===== config.mk =====
export PLATFORM = sky130hd
export DESIGN_NAME = bpsd_ctrl
export DESIGN_NICKNAME = d
export VERILOG_FILES = /design/src/rtl/bpsd_pkg.sv /design/src/rtl/bpsd_ctrl.sv
export SDC_FILE = /design/constraint.sdc
export NUM_CORES = 1
export LEC_CHECK = 0
export BUFFER_PORTS_ARGS = -buffer_cell sky130_fd_sc_hd__buf_2
export CORE_AREA = 2 2 39 41
export CTS_CLUSTER_SIZE = 16
export DETAILED_ROUTE_END_ITERATION = 10
export DIE_AREA = 0 0 41 43
export GPL_ROUTABILITY_DRIVEN = 0
export GPL_TIMING_DRIVEN = 0
export PLACE_DENSITY_LB_ADDON = 0.15
export SYNTH_ARGS = -nofsm -noshare
export SYNTH_HDL_FRONTEND = slang
export SYNTH_SLANG_ARGS = --single-unit

===== constraint.sdc =====
create_clock -name clk -period 1.4 [get_ports clk]
set_input_delay 0.28 -clock clk [delete_from_list [all_inputs] [get_ports clk]]
set_output_delay 0.28 -clock clk [all_outputs]
set_load 0.03 [all_outputs]

===== src/rtl/bpsd_pkg.sv =====
`timescale 1ns / 1ps
`default_nettype none

package bpsd_pkg;

  localparam logic REG_RELEASE    = 1'b0;
  localparam logic REG_SUCCESSIVE = 1'b1;

  typedef struct packed {
    logic [31:0] frame_time;
    logic [15:0] pressed_mask;
  } in_item_t;

  typedef struct packed {
    logic [3:0]  key_index;
    logic        key_pressed;
    logic [31:0] pressed_duration;
    logic [3:0]  hit_streak;
    logic        last_key;
  } out_item_t;

  typedef struct packed {
    logic load;
    logic begin_key;
    logic open;
    logic extend;
    logic res_zero;
    logic step;
    logic finish;
    logic finish_inc;
    logic emit;
  } cmd_t;

  typedef struct packed {
    logic pressed;
    logic was;
    logic fill_zero;
    logic announce;
    logic slot_ok;
    logic first;
    logic last_slot;
    logic last_key;
    logic out_busy;
  } status_t;

  // Signed difference a - b is at most lim, lim non-negative.
  function automatic logic diff_at_most(input logic [31:0] a, input logic [31:0] b,
                                        input logic [15:0] lim);
    logic [31:0] d;
    d = a - b;
    return d[31] || (d <= {16'b0, lim});
  endfunction

endpackage

`default_nettype wire


===== src/rtl/bpsd_ctrl.sv =====
`timescale 1ns / 1ps
`default_nettype none

module bpsd_ctrl
  import bpsd_pkg::*;
(
  input  wire logic    clk,
  input  wire logic    rst,
  input  wire logic    in_valid,
  output logic         in_stall,
  input  wire status_t status,
  output cmd_t         cmd
);

  typedef enum logic [2:0] {S_IDLE, S_KEY, S_HELD, S_ITER, S_EMIT} state_t;

  state_t state;
  state_t state_next;

  always_comb begin
    cmd        = '0;
    state_next = state;
    case (state)
      S_IDLE: begin
        if (in_valid) begin
          cmd.load   = 1'b1;
          state_next = S_KEY;
        end
      end
      S_KEY: begin
        cmd.begin_key = 1'b1;
        if (status.pressed) begin
          if (!status.was || status.fill_zero) begin
            cmd.open   = 1'b1;
            state_next = S_EMIT;
          end else begin
            state_next = S_HELD;
          end
        end else if (status.fill_zero) begin
          cmd.res_zero = 1'b1;
          state_next   = S_EMIT;
        end else begin
          state_next = S_ITER;
        end
      end
      S_HELD: begin
        cmd.extend = 1'b1;
        state_next = S_EMIT;
      end
      S_ITER: begin
        if (status.first && !status.announce) begin
          cmd.res_zero = 1'b1;
          state_next   = S_EMIT;
        end else if (!status.slot_ok) begin
          cmd.finish = 1'b1;
          state_next = S_EMIT;
        end else if (status.last_slot) begin
          cmd.finish_inc = 1'b1;
          state_next     = S_EMIT;
        end else begin
          cmd.step = 1'b1;
        end
      end
      S_EMIT: begin
        if (!status.out_busy) begin
          cmd.emit   = 1'b1;
          state_next = status.last_key ? S_IDLE : S_KEY;
        end
      end
      default: state_next = S_IDLE;
    endcase
  end

  assign in_stall = (state != S_IDLE);

  always_ff @(posedge clk) begin
    if (rst) begin
      state <= S_IDLE;
    end else begin
      state <= state_next;
    end
  end

endmodule

`default_nettype wire


==> out/results.ini <==
[outcome]
status = complete, but fails checks
failed_checks = setup timing

[logic_synthesis]
synthTopCellsByArea = dfxtp_1, nor2_1, nor4_4, inv_1, o21a_1
synth_cell_types = 29
netlist_area_um2 = 328
ys.flop_type = dfxtp_1
synthCells = 43
synthesis.nets = 55
yosys_register_bits = 3
synth_top_area_share_pct = 18.3
yosysTopAreaCell = dfxtp_1
avgSynthCellArea_um2 = 7.62
yosysSeqAreaShare_pct = 18.3
yosysWarnings = 0
synth_edf_count = 0
synth-async-reset-ratio_pct = 0

[setup_path]
r2r_start = state[1]
cp.required_ns = 1.12
r2r_cells = 5
cp.arrival_ns = 1.29
start_kind = flop
reg2reg_slack_ns = 0.09
worstSetupPathType = reg2out
crit_path_max_fanout = 5
cp-end-kind = primary output
rr_endpoint = state[1]

[detailed_routing]
vias = 440
wl_met1_um = 464
top_layer_used = met3
wl_met3_um = 80
drc = 0
ant_nets = 0
vias_per_cell = 4.73
wl_met2_um = 478
wl_per_cell_um = 11.0
drtIter0Drc = 2
routed_wl_um = 1020
first_pass_iters = 5

[layout]
final_layout_size_suffix_gt1_share_pct = 67.5
nets = 90
stdcell_area_um2 = 664
top_regs = state (3)
num_antenna_cells = 0
final_cell_mix = buf_2, buf_4, buf_6
largest_reg_flops = 3
largest-register = state
layout_commonest_cell = buf_2
synthToLayoutAreaGrowth_pct = 103

[power]
power.density_nw_per_um2 = 896
peakVddDrop_mv = 0.744
p_leak_nw = 0.314
power.total_uw = 596

[sta]
fin_ws_ns = -0.173
max_freq_mhz = 636
setup_viol_count_final = 9
finalHoldViolations = 0
fin_worst_skew_ns = 0.00167
slew_viol_final = 0
slew_headroom_pct = 77.8
whs_ns = 0.229
layout_min_cycle_time_ns = 1.57
min_period_over_period_pct = 112
rsz0062_at_grt = yes
tightest_slew_ns = 0.329

[die]
core_um2 = 1380
num_rows = 14
ioPinCount = 22
start_util_pct = 23.7
die_area_um2 = 1760
fp.dieW_um = 41
chipHeight_um = 43

[run]
maxCapViolCount = 0

[min_path]
hold_class = in2reg
holdPathEnd = state[2]
min_path_cells = 2
min_from = rst

[clocking]
clkSinkCount = 3
htreeDepth = 1
clk_pin_slew_worst_paths_ns = 0.04
cts_hold_buf = 0
insertion_delay_ns = 0.23
cts_made_buffers = 3
clk_path_buf_depth = 2
tritoncts = built
cts-root-buf = clkbuf_4

[global_route]
grt_pass1_wl_um = 1410
gr-total-overflow = 0
grt_antenna_before_repair = 0
grt_max_degree = 10
track_usage_pct = 11.1
grt_pass1_vias = 354

[place]
dp_hpwl_um = 682
portBuffers = 21
place_area_um2 = 484

-- routing by layer --
layer / global-route usage, % / vias up
met5: 0 / -
met4: 0 / 0
met3: 4.71 / 0
met2: 16.6 / 17
met1: 15.7 / 203
li1: - / 220
-- critical path, stage by stage, from the launching register on --
cell	delay (ns)
dfxtp_2	0.31
buf_6	0.12
or3b_4	0.40
nor2_4	0.09
buf_6	0.13
-- cells in the mapped netlist, types with 2 or more instances --
| library cell | instances |
|---|---|
| dfxtp_1 | 3 |
| o21ai_0 | 2 |
| o21a_1 | 2 |
| inv_1 | 4 |
| nor2_1 | 7 |
| nand2b_1 | 2 |
-- logic make-up after synthesis --
family                 after synthesis  share of synthesized area, %
AOI/OAI and AO/OA                   10                          21.8
buffers and inverters                7                          10.7
DFF                                  3                          18.3
and+or+nand+nor                     23                          49.2
-- where the power goes --
part	leakage (nW)	internal, mW	switching, mW
Combinational	0.273	0.172	0.165
Sequential	0.0261	0.0991	0.0108
Clock	0.0150	0.107	0.0424
-- worst max path at each step --
stage	slack, ns	cells after the start	from	end
after floorplan	-0.13	3	state[2]	cmd[2]
after global placement	-0.21	4	state[0]	cmd[3]
after detailed placement	-0.18	4	state[0]	cmd[3]
after CTS	-0.17	4	state[1]	cmd[6]
after global routing	-0.20	4	state[1]	cmd[8]
final	-0.17	4	state[1]	cmd[6]
-- stage by stage --
step | util [%] | std cells | TNS, ns | setup slack, ns
3_5_place_dp | 35.0 | 80 | -0.359 | -0.180
2_1_floorplan | - | 43 | -0.179 | -0.129
6_report | 48.0 | 93 | -1.04 | -0.173
4_1_cts | 43.2 | 88 | -1.07 | -0.171
3_3_place_gp | 35.0 | 80 | -0.422 | -0.205
5_1_grt | 48.0 | 93 | -1.34 | -0.199
-- area by class of cell --
cell class / count / area (um2)
multi-input combinational: 33 / 279
clock buffer: 4 / 26.3
buffer: 2 / 25.0
fill: 147 / 719
sequential: 3 / 66.3
timing repair buffer: 31 / 233
tap: 16 / 20.0
inverter: 4 / 15.0
-- repair_timing --
| action | 4_1_cts | 5_1_grt |
|---|---|---|
| gates resized for setup | 19 | 10 |
| pin swaps | 7 | 5 |
| gates cloned | 0 | 1 |
| setup buffers | 5 | 4 |
| endpoints found under the hold margin | 0 | 0 |
| setup endpoints to repair | 10 | 10 |
No activity file was read; power rests on OpenSTA's default activity.
